`config.mk`:
```
export PLATFORM = sky130hd
export DESIGN_NAME = rc_pulse_band_classifier
export DESIGN_NICKNAME = d
export VERILOG_FILES = /design/src/sv/rpbc_pkg.sv /design/src/sv/rpbc_edge.sv /design/src/sv/rpbc_band.sv /design/src/sv/rc_pulse_band_classifier.sv
export SDC_FILE = /design/constraint.sdc
export NUM_CORES = 1
export LEC_CHECK = 0
export BUFFER_PORTS_ARGS = -buffer_cell sky130_fd_sc_hd__buf_2
export CAP_MARGIN = 20
export CORE_AREA = 2 2 258 260
export CTS_CLUSTER_SIZE = 24
export DETAILED_ROUTE_END_ITERATION = 7
export DIE_AREA = 0 0 260 262
export GPL_TIMING_DRIVEN = 0
export SYNTH_ARGS = -nofsm -noshare
export SYNTH_HDL_FRONTEND = slang
export SYNTH_HIERARCHICAL = 1
export SYNTH_SLANG_ARGS = --single-unit
```
`constraint.sdc`:
```
create_clock -name clk -period 12.68 [get_ports clk]
set_input_delay 1.902 -clock clk [delete_from_list [all_inputs] [get_ports clk]]
set_output_delay 1.902 -clock clk [all_outputs]
set_load 0.02 [all_outputs]
```
`src/sv/rpbc_pkg.sv`:
```
`default_nettype none
package rpbc_pkg;

	// configuration register indexes
	typedef enum logic [2:0] {
		REG_PULSE_MIN   = 3'd0,
		REG_PULSE_SPAN  = 3'd1,
		REG_REVERSE_DIR = 3'd2,
		REG_LOW_THRESH  = 3'd3,
		REG_HIGH_THRESH = 3'd4,
		REG_HYST_MARGIN = 3'd5
	} rpbc_reg_t;

	localparam int unsigned CFG_INDEX_W = 3;
	localparam int unsigned CFG_DATA_W  = 16;

	// register values after reset
	localparam logic [15:0] RST_PULSE_MIN   = 16'd77;
	localparam logic [15:0] RST_PULSE_SPAN  = 16'd31;
	localparam logic        RST_REVERSE_DIR = 1'b1;
	localparam logic [15:0] RST_LOW_THRESH  = 16'd5;
	localparam logic [15:0] RST_HIGH_THRESH = 16'd26;
	localparam logic [7:0]  RST_HYST_MARGIN = 8'd1;

	// band time stops following the coarse counter above this value
	localparam logic [7:0] ELAPSED_LIMIT = 8'd254;

	typedef enum logic [1:0] {
		BAND_LOW  = 2'd0,
		BAND_MID  = 2'd1,
		BAND_HIGH = 2'd2
	} rpbc_band_t;

	typedef struct packed {
		logic [15:0] pulse_min;
		logic [15:0] pulse_span;
		logic        reverse_dir;
		logic [15:0] low_threshold;
		logic [15:0] high_threshold;
		logic [7:0]  hysteresis_margin;
	} rpbc_cfg_t;

	// one tick after edge timing: measured width and coarse time of the tick
	typedef struct packed {
		logic [15:0] raw_width;
		logic [7:0]  coarse;
	} rpbc_item_t;

	typedef struct packed {
		logic [15:0] pulse_width;
		logic [15:0] position;
		rpbc_band_t  band;
		logic [7:0]  band_time;
	} rpbc_result_t;

endpackage
`default_nettype wire

```
`src/sv/rpbc_edge.sv`:
```
`default_nettype none
// Edge timing stage: tick and coarse counters, rise stamp and width capture.
module rpbc_edge #(
	parameter int unsigned COARSE_SHIFT = 13
) (
	input  wire                  clk,
	input  wire                  arst_n,
	input  wire                  accept,
	input  wire                  pin_level,
	input  wire                  take,
	output logic                 valid_s1,
	output rpbc_pkg::rpbc_item_t item_s1
);
	import rpbc_pkg::*;

	logic        prev_q;
	logic [15:0] tick_q;
	logic [15:0] rise_q;
	logic [15:0] width_q;
	logic [7:0]  coarse_q;

	logic        rise, fall;
	logic [15:0] width_nxt;
	logic        coarse_tick;

	assign rise        = !prev_q && pin_level;
	assign fall        = prev_q && !pin_level;
	assign width_nxt   = fall ? (tick_q - rise_q) : width_q;
	assign coarse_tick = (tick_q[COARSE_SHIFT-1:0] == '0);

	// timing state, advances once per accepted sample
	always_ff @(posedge clk or negedge arst_n) begin
		if (!arst_n) begin
			prev_q   <= 1'b0;
			tick_q   <= '0;
			rise_q   <= '0;
			width_q  <= '0;
			coarse_q <= '0;
		end else if (accept) begin
			prev_q  <= pin_level;
			tick_q  <= tick_q + 16'd1;
			width_q <= width_nxt;
			if (rise) begin
				rise_q <= tick_q;
			end
			if (coarse_tick) begin
				coarse_q <= coarse_q + 8'd1;
			end
		end
	end

	// stage register towards the classifier
	always_ff @(posedge clk or negedge arst_n) begin
		if (!arst_n) begin
			valid_s1 <= 1'b0;
		end else if (accept) begin
			valid_s1 <= 1'b1;
		end else if (take) begin
			valid_s1 <= 1'b0;
		end
	end

	always_ff @(posedge clk) begin
		if (accept) begin
			item_s1.raw_width <= width_nxt;
			item_s1.coarse    <= coarse_q;
		end
	end

endmodule
`default_nettype wire

```
`src/sv/rpbc_band.sv`:
```
`default_nettype none
// Position normalising and band classification with hysteresis.
module rpbc_band (
	input  wire                    clk,
	input  wire                    arst_n,
	input  wire                    commit,
	input  rpbc_pkg::rpbc_item_t   item,
	input  rpbc_pkg::rpbc_cfg_t    cfg,
	output rpbc_pkg::rpbc_result_t res
);
	import rpbc_pkg::*;

	rpbc_band_t  band_q;
	logic [7:0]  start_q;
	logic [7:0]  elapsed_q;

	logic [16:0] hi_bound;
	logic [15:0] clamped;
	logic [15:0] offset;
	logic [15:0] pos;

	logic signed [17:0] p_s, lt_s, ht_s, m_s;
	logic        a1, a2, c1, c2, not_low, not_high, change;
	rpbc_band_t  band_nxt;
	logic [7:0]  elapsed_nxt;

	// clamp to [min, min+span], remove offset, optional mirror
	always_comb begin
		hi_bound = {1'b0, cfg.pulse_min} + {1'b0, cfg.pulse_span};
		clamped  = item.raw_width;
		if (item.raw_width < cfg.pulse_min) begin
			clamped = cfg.pulse_min;
		end else if ({1'b0, item.raw_width} > hi_bound) begin
			clamped = hi_bound[15:0];
		end
		offset = clamped - cfg.pulse_min;
		pos    = cfg.reverse_dir ? (cfg.pulse_span - offset) : offset;
	end

	// signed threshold compares, wide enough not to overflow
	always_comb begin
		p_s      = signed'({2'b00, pos});
		lt_s     = signed'({2'b00, cfg.low_threshold});
		ht_s     = signed'({2'b00, cfg.high_threshold});
		m_s      = signed'({10'd0, cfg.hysteresis_margin});
		a1       = p_s <= (lt_s - m_s);
		a2       = p_s >= (lt_s + m_s);
		c1       = p_s >= (ht_s + m_s);
		c2       = p_s <= (ht_s - m_s);
		not_low  = (band_q != BAND_LOW);
		not_high = (band_q != BAND_HIGH);
		change   = (a1 && not_low) || (c1 && not_high) ||
		           (a2 && c2 && !(not_low && not_high));
	end

	// next band and band time; low test wins over high
	always_comb begin
		band_nxt    = band_q;
		elapsed_nxt = elapsed_q;
		priority if (change) begin
			priority if (a1) begin
				band_nxt = BAND_LOW;
			end else if (c1) begin
				band_nxt = BAND_HIGH;
			end else begin
				band_nxt = BAND_MID;
			end
			elapsed_nxt = '0;
		end else if (elapsed_q <= ELAPSED_LIMIT) begin
			elapsed_nxt = item.coarse - start_q;
		end else begin
			// band time frozen
			elapsed_nxt = elapsed_q;
		end
	end

	always_ff @(posedge clk or negedge arst_n) begin
		if (!arst_n) begin
			band_q    <= BAND_MID;
			start_q   <= '0;
			elapsed_q <= '0;
		end else if (commit) begin
			band_q    <= band_nxt;
			elapsed_q <= elapsed_nxt;
			if (change) begin
				start_q <= item.coarse;
			end
		end
	end

	assign res.pulse_width = item.raw_width;
	assign res.position    = pos;
	assign res.band        = band_nxt;
	assign res.band_time   = elapsed_nxt;

endmodule
`default_nettype wire

```
`src/sv/rc_pulse_band_classifier.sv`:
```
`default_nettype none
// RC pulse band classifier. Takes one pin sample per timer tick and returns one
// result per sample: the last measured high-pulse width, the clamped, offset and
// optionally mirrored position, the band (low, middle, high) and the coarse
// ticks spent in that band. A sample may be accepted every clock cycle unless
// in_stall is high, and each result passes through the edge stage register and
// then the output register. The edge timing stage is one register. The position
// and band logic sits between that register and the output register. While a
// result is stalled at the output, one further sample can still be taken into
// the edge stage, and the input stalls only when both registers are full.
// Configuration writes are always ready and take effect at once, so they should
// only be made while no samples are in flight.
module rc_pulse_band_classifier #(
	parameter int unsigned COARSE_SHIFT = 13
) (
	input  wire                               clk,
	input  wire                               arst_n,
	input  wire                               in_valid,
	output logic                              in_stall,
	input  wire                               pin_level,
	output logic                              out_valid,
	input  wire                               out_stall,
	output logic [15:0]                       pulse_width,
	output logic [15:0]                       position,
	output logic [1:0]                        band,
	output logic [7:0]                        band_time,
	input  wire                               cfg_valid,
	output logic                              cfg_ready,
	input  wire  [rpbc_pkg::CFG_INDEX_W-1:0]  cfg_index,
	input  wire  [rpbc_pkg::CFG_DATA_W-1:0]   cfg_data
);
	import rpbc_pkg::*;

	rpbc_cfg_t    cfg_q;
	rpbc_item_t   item_s1;
	rpbc_result_t res;
	rpbc_result_t out_s2;
	logic         valid_s1;
	logic         advance;
	logic         take;
	logic         accept;

	// configuration registers
	assign cfg_ready = 1'b1;

	always_ff @(posedge clk or negedge arst_n) begin
		if (!arst_n) begin
			cfg_q.pulse_min         <= RST_PULSE_MIN;
			cfg_q.pulse_span        <= RST_PULSE_SPAN;
			cfg_q.reverse_dir       <= RST_REVERSE_DIR;
			cfg_q.low_threshold     <= RST_LOW_THRESH;
			cfg_q.high_threshold    <= RST_HIGH_THRESH;
			cfg_q.hysteresis_margin <= RST_HYST_MARGIN;
		end else if (cfg_valid && cfg_ready) begin
			unique case (rpbc_reg_t'(cfg_index))
				REG_PULSE_MIN:   cfg_q.pulse_min         <= cfg_data;
				REG_PULSE_SPAN:  cfg_q.pulse_span        <= cfg_data;
				REG_REVERSE_DIR: cfg_q.reverse_dir       <= cfg_data[0];
				REG_LOW_THRESH:  cfg_q.low_threshold     <= cfg_data;
				REG_HIGH_THRESH: cfg_q.high_threshold    <= cfg_data;
				REG_HYST_MARGIN: cfg_q.hysteresis_margin <= cfg_data[7:0];
				default: ;
			endcase
		end
	end

	// pipeline flow control
	assign advance  = !out_valid || !out_stall;
	assign take     = valid_s1 && advance;
	assign in_stall = valid_s1 && !advance;
	assign accept   = in_valid && !in_stall;

	rpbc_edge #(
		.COARSE_SHIFT(COARSE_SHIFT)
	) u_edge (
		.clk      (clk),
		.arst_n   (arst_n),
		.accept   (accept),
		.pin_level(pin_level),
		.take     (take),
		.valid_s1 (valid_s1),
		.item_s1  (item_s1)
	);

	rpbc_band u_band (
		.clk   (clk),
		.arst_n(arst_n),
		.commit(take),
		.item  (item_s1),
		.cfg   (cfg_q),
		.res   (res)
	);

	// output register
	always_ff @(posedge clk or negedge arst_n) begin
		if (!arst_n) begin
			out_valid <= 1'b0;
		end else if (advance) begin
			out_valid <= valid_s1;
		end
	end

	always_ff @(posedge clk) begin
		if (take) begin
			out_s2 <= res;
		end
	end

	assign pulse_width = out_s2.pulse_width;
	assign position    = out_s2.position;
	assign band        = out_s2.band;
	assign band_time   = out_s2.band_time;

endmodule
`default_nettype wire

```
==> reports/qor.yml, run 1 <==
seq_area_frac_synth: 0.3546
wl_mm: 42.45
wire_per_inst_um: 16.09
cp_num_buf_inv: 4
synthToLayoutAreaGrowth_pct: 17.05
slew_headroom: 0.2619
hold_viol_final: 0
synth_cell_type_count: 94
ys_seq_elements: 216
clock_sinks: 216
period_minus_slack_ns: 11.98
yosysWarnings: 6
vias_per_cell: 4.696
clock_latency_ns: 0.56
syn-num-nets: 1862
clk_pin_slew_ns: 0.06
grt_max_degree: 53
status: "completed"
syn-cell-area_um2: 16240
async_flop_share: 0.6944
grt_pass1_wl_mm: 67.43
cp_slowest_stage_delay_ns: 0.57
fin_skew_ns: 0.03156
start_util: 0.2487
synth_area_per_cell_um2: 9.870
cp_slowest_cell: "dfstp_2"
routed-via-count: 12390
fin_nets: 1970
setup_viol: 0
grt_pass1_vias: 12630
startpoint_type: "register"
post-place-cells: 2581
cp_data_required_time_ns: 13.10
hp-class: "register to register"
cp.arrival_ns: 12.40
cts_made_buffers: 26
slew_viol_final: 0
die_x_um: 260
drc: 0
overflow: 0
grtUsageTotal: 0.1236
drv_cap: 0
fill_cells: 6743
tritoncts: "yes"
synth_edf_count: 66
postSynthCellCount: 1645
worst-setup-path-type: "register to register"
end_kind: "register"
synth_ff_type: "dfrtp_1"
routabilityCongestion: 0.8808
hpwl_mm: 33.61
final_antenna_net_count: 0
fmax_mhz: 83.48
core_region_area_um2: 65280
drt_iter0_drc: 773
critPathMostFrequentCell: "o21ai_0"
cp_max_fo: 10
clockBufferDepth: 3
die_height_um: 262
cpLargestDelayFamily: "compound AO/OA/AOI/OAI gates"
worst_slew_pin_slew_ns: 1.096
htree_levels: 1
core.rowCount: 94
period_share: 0.9448
drt_first_pass_iters: 5
drive_gt1_frac: 0.1827
io_pins: 70
die-area_um2: 68120
port_buffers: 67
stdcell_count: 2638
cts_root_buf: "clkbuf_16"
antenna_found_initial: 2
logic make-up after synthesis:
family,after synthesis,share of synthesized area
compound gates,392,0.1588
xor+xnor,137,0.07521
fa+ha+maj,194,0.1533
buf+inv,170,0.04624
flops,216,0.3546
mux,117,0.08176
other cells,1,0.0002310
simple gates,418,0.1298
synth_stat cells, types with 11 or more instances:
cell	number	area, um2
dfrtp_1	133	3328
xnor2_1	92	805.8
mux2i_1	16	160.2
a21o_1	29	217.7
nor2_1	101	379.1
nand3_1	35	175.2
clkbuf_1	31	116.4
mux2_2	90	1013
a31oi_1	11	68.82
edfxtp_1	66	1982
xor2_1	43	376.6
and3_1	11	68.82
nand2_1	128	480.5
o211ai_1	14	105.1
nand4_1	25	156.4
inv_1	108	405.4
dfstp_2	17	446.7
o31ai_1	11	82.58
o21ai_0	111	555.5
o21bai_1	16	120.1
ha_1	183	2290
a211oi_1	12	90.09
nor2b_1	23	143.9
o21a_1	26	195.2
buf_4	17	127.6
nand2b_1	31	193.9
a21oi_1	93	465.5
what timing repair did:
action	CTS	global route
buffers inserted	2	7
hold endpoints to repair	0	0
setup endpoints to repair	28	28
pin swaps	4	9
hold buffers	0	0
resized for setup	13	30
through the flow:
stage | utilization | TNS, ns | cell area (um2) | setup WS (ns) | hold WS (ns)
global placement | 0.2704 | -24.80 | 17650 | -1.112 | 0.4588
detailed placement | 0.2727 | -29.69 | 17800 | -1.290 | 0.4584
CTS | 0.2883 | 0 | 18820 | 0.03424 | 0.4717
global route | 0.2911 | -0.5111 | 19000 | -0.07454 | 0.5009
finish | 0.2912 | 0 | 19010 | 0.7004 | 0.4675
floorplan | - | 0 | 16240 | 1.268 | 0.4411
worst register-to-register path: cells and delay by family (launching register included):
kind,cells,cell delay [ns]
xor+xnor,2,0.46
fa+ha+maj,8,2.52
mux,2,0.55
buf+inv,4,0.56
flops,1,0.57
simple gates,12,2.14
compound gates,28,5.03
layout make-up:
type | count | area [um2] | share of cell area
Inverter | 111 | 416.7 | 0.02192
Clock inverter | 13 | 182.7 | 0.009612
Antenna cell | 1 | 2.502 | 0.0001317
Tap cell | 864 | 1081 | 0.05688
Multi-Input combinational cell | 1259 | 9920 | 0.5219
Clock buffer | 35 | 757.0 | 0.03983
Sequential cell | 216 | 5757 | 0.3029
Buffer | 58 | 337.8 | 0.01777
Timing Repair Buffer | 81 | 551.8 | 0.02903
sequential cells by signal (all words and copies together) (netlist names), 16 cells and up:
register / count
cfg_q: 73
position: 16
pulse_width: 16
u_edge/item_s1: 24
u_edge/rise_q: 16
u_edge/tick_q: 16
u_edge/width_q: 16
path summary, 6_finish.rpt:
| path | from | to | slack [ns] | cells after the start |
|---|---|---|---|---|
| setup reg to reg | cfg_q[57] | u_band/start_q[7] | 0.70 | 56 |
| max in group asynchronous | arst_n | cfg_q[26] | 10.36 | 3 |
| hold / removal | u_edge/coarse_q[7] | u_edge/coarse_q[7] | 0.47 | 1 |
| setup / recovery | cfg_q[57] | u_band/start_q[7] | 0.70 | 56 |
| hold reg to reg | u_edge/coarse_q[7] | u_edge/coarse_q[7] | 0.47 | 1 |
| min in group asynchronous | arst_n | u_edge/width_q[13] | 1.29 | 1 |
metal layers:
| layer | routed length (um) | vias to the layer above | global-route usage |
|---|---|---|---|
| li1 | - | 6117 | - |
| met1 | 19600 | 5989 | 0.1608 |
| met2 | 20290 | 227 | 0.2156 |
| met3 | 1479 | 55 | 0.01698 |
| met4 | 1080 | 0 | 0.03049 |
| met5 | 0 | - | 0 |
cell usage in the layout, fill, tap and decap left out, drive strengths merged, types with 10 or more instances in the layout:
cell / Yosys / final
nor3: 10 / 10
nand3: 37 / 37
inv: 110 / 111
xnor2: 93 / 93
dfrtp: 133 / 133
nand2b: 31 / 31
nand2: 128 / 128
a21oi: 94 / 94
mux2: 101 / 101
buf: 28 / 109
mux2i: 16 / 16
edfxtp: 66 / 66
nor2: 101 / 101
dfstp: 17 / 17
a211oi: 13 / 13
o211ai: 15 / 15
o21ai: 115 / 115
nand4: 25 / 25
and3: 11 / 11
ha: 183 / 183
nor2b: 23 / 23
a31oi: 13 / 13
xor2: 43 / 43
clkbuf: 31 / 65
o31ai: 11 / 11
a21o: 29 / 29
o21a: 26 / 26
o21bai: 17 / 17
Power of run 1 is not shown: default switching activity piles up to over one toggle a cycle in this logic, so the estimate is an artifact.
==> run 2: changes to the inputs <==
- PLACE_DENSITY_LB_ADDON: unset -> 0.08
- clock period: 12.68 -> 11.4 ns (I/O delays scaled with it)
==> reports/qor.yml, run 2 (synthesized netlist as in run 1, its figures left out) <==
top_regs: "cfg_q x73, u_edge/item_s1 x24"
clock_latency_ns: 0.58
io_pins: 70
die_x_um: 260
grt_max_degree: 100
clock_sinks: 216
cp_slowest_stage_delay_ns: 0.61
grtUsageTotal: 0.1384
cts_root_buf: "clkbuf_16"
setup_ws_ns: 0.2220
largest_register_ff_count: 73
fin_skew_ns: 0.01186
end_kind: "register"
overflow: 0
grt_pass1_vias: 12930
antenna_found_initial: 1
rr_worst_depth: 52
grt_pass1_wl_mm: 73.42
drt_iter0_drc: 410
place_ws_ns: -2.699
drive_gt1_frac: 0.2287
cts_made_buffers: 30
final_antenna_net_count: 0
worst-setup-path-type: "register to register"
synthToLayoutAreaGrowth_pct: 20.96
slew_viol_final: 0
wire_per_inst_um: 17.53
vias_per_cell: 4.568
setup_viol: 0
fmax_mhz: 89.46
mostFrequentLayoutCells: "ha_1, dfrtp_1, nand2_1"
hpwl_mm: 37.15
clockBufferDepth: 3
startpoint_type: "register"
start_util: 0.2487
clk_pin_slew_ns: 0.05
port_buffers: 67
diodes: 0
cp.arrival_ns: 11.64
routed-via-count: 12240
die-area_um2: 68120
drc: 0
rsz0062_at_grt: "true"
period_minus_slack_ns: 11.18
r2r-end: "u_band/start_q[4]"
min-delay-start: "u_edge/coarse_q[7]"
cp_slowest_cell: "fa_2"
core_region_area_um2: 65280
critPathMostFrequentCell: "o21ai_2"
status: "completed"
wl_mm: 46.97
tritoncts: "yes"
period_share: 0.9805
die_height_um: 262
min_to: "u_edge/coarse_q[7]"
drv_cap: 0
cp_data_required_time_ns: 11.86
cp_max_fo: 8
routabilityCongestion: 0.7775
largest_register: "cfg_q"
drt_first_pass_iters: 5
fin_nets: 2008
worst_slew_pin_slew_ns: 1.021
htree_levels: 1
hp-class: "register to register"
r2r_start: "cfg_q[42]"
slew_headroom: 0.3106
hold_buffers: 0
rrSetupSlack_ns: 0.22
core.rowCount: 94
hold_viol_final: 0
hold_depth: 1
postLayoutCoreUtil: 0.3009
layout_commonest_cell: "ha_1"
## run 2: worst max-delay path, delay by kind of cell, from the launching register on
kind | cells | cell delay, ns
AOI/OAI and AO/OA | 25 | 4.48
adders and majority gates | 7 | 2.17
and+or+nand+nor | 12 | 2.07
DFF | 1 | 0.59
xor gates and xnor gates | 2 | 0.56
muxes | 2 | 0.56
buffers and inverters | 4 | 0.55
## run 2: worst max-delay path by stage
stage	cells after the start	slack, ns	from	end
floorplan	55	0.19	cfg_q[57]	u_band/start_q[0]
finish	52	0.22	cfg_q[42]	u_band/start_q[4]
global placement	55	-2.74	cfg_q[57]	u_band/start_q[7]
detailed placement	55	-2.70	cfg_q[57]	u_band/start_q[4]
global route	52	-0.21	cfg_q[42]	u_band/start_q[5]
CTS	54	0.03	cfg_q[41]	u_band/start_q[4]
## run 2: through the flow
| step | instance area (um2) | cells | setup TNS (ns) | hold WS [ns] |
|---|---|---|---|---|
| final | 19640 | 2679 | 0 | 0.4677 |
| after detailed placement | 17780 | 2580 | -68.93 | 0.4623 |
| after CTS | 19190 | 2661 | 0 | 0.4747 |
| after floorplan | 16240 | 1645 | 0 | 0.4411 |
| after global placement | 17650 | 2576 | -70.16 | 0.4587 |
| after global routing | 19640 | 2679 | -1.946 | 0.4767 |
## run 2: per-layer routing
layer  share of wire  global-route usage
met3           0.021             0.01649
met1            0.45              0.1689
met2            0.51              0.2593
met5               0                   0
met4           0.019             0.02905
## run 2: timing repair
action                                  4_1_cts  5_1_grt
hold endpoints to repair                      0        0
resized for setup                            61       64
pin swaps                                    35       43
setup buffers                                26       18
endpoints found under the setup margin       28       28
## run 2: cell type report
type                    instances  area [um2]
multi-input cells            1259       10240
plain buffers                  58       352.8
clock buffers                  38       822.0
well taps                     864        1081
fillers                      6833       45640
repair buffers                115       802.0
inverters                     111       416.7
flip-flops and latches        216        5757
clock inverters                18       165.2
Power of run 2 is left out for the same reason.
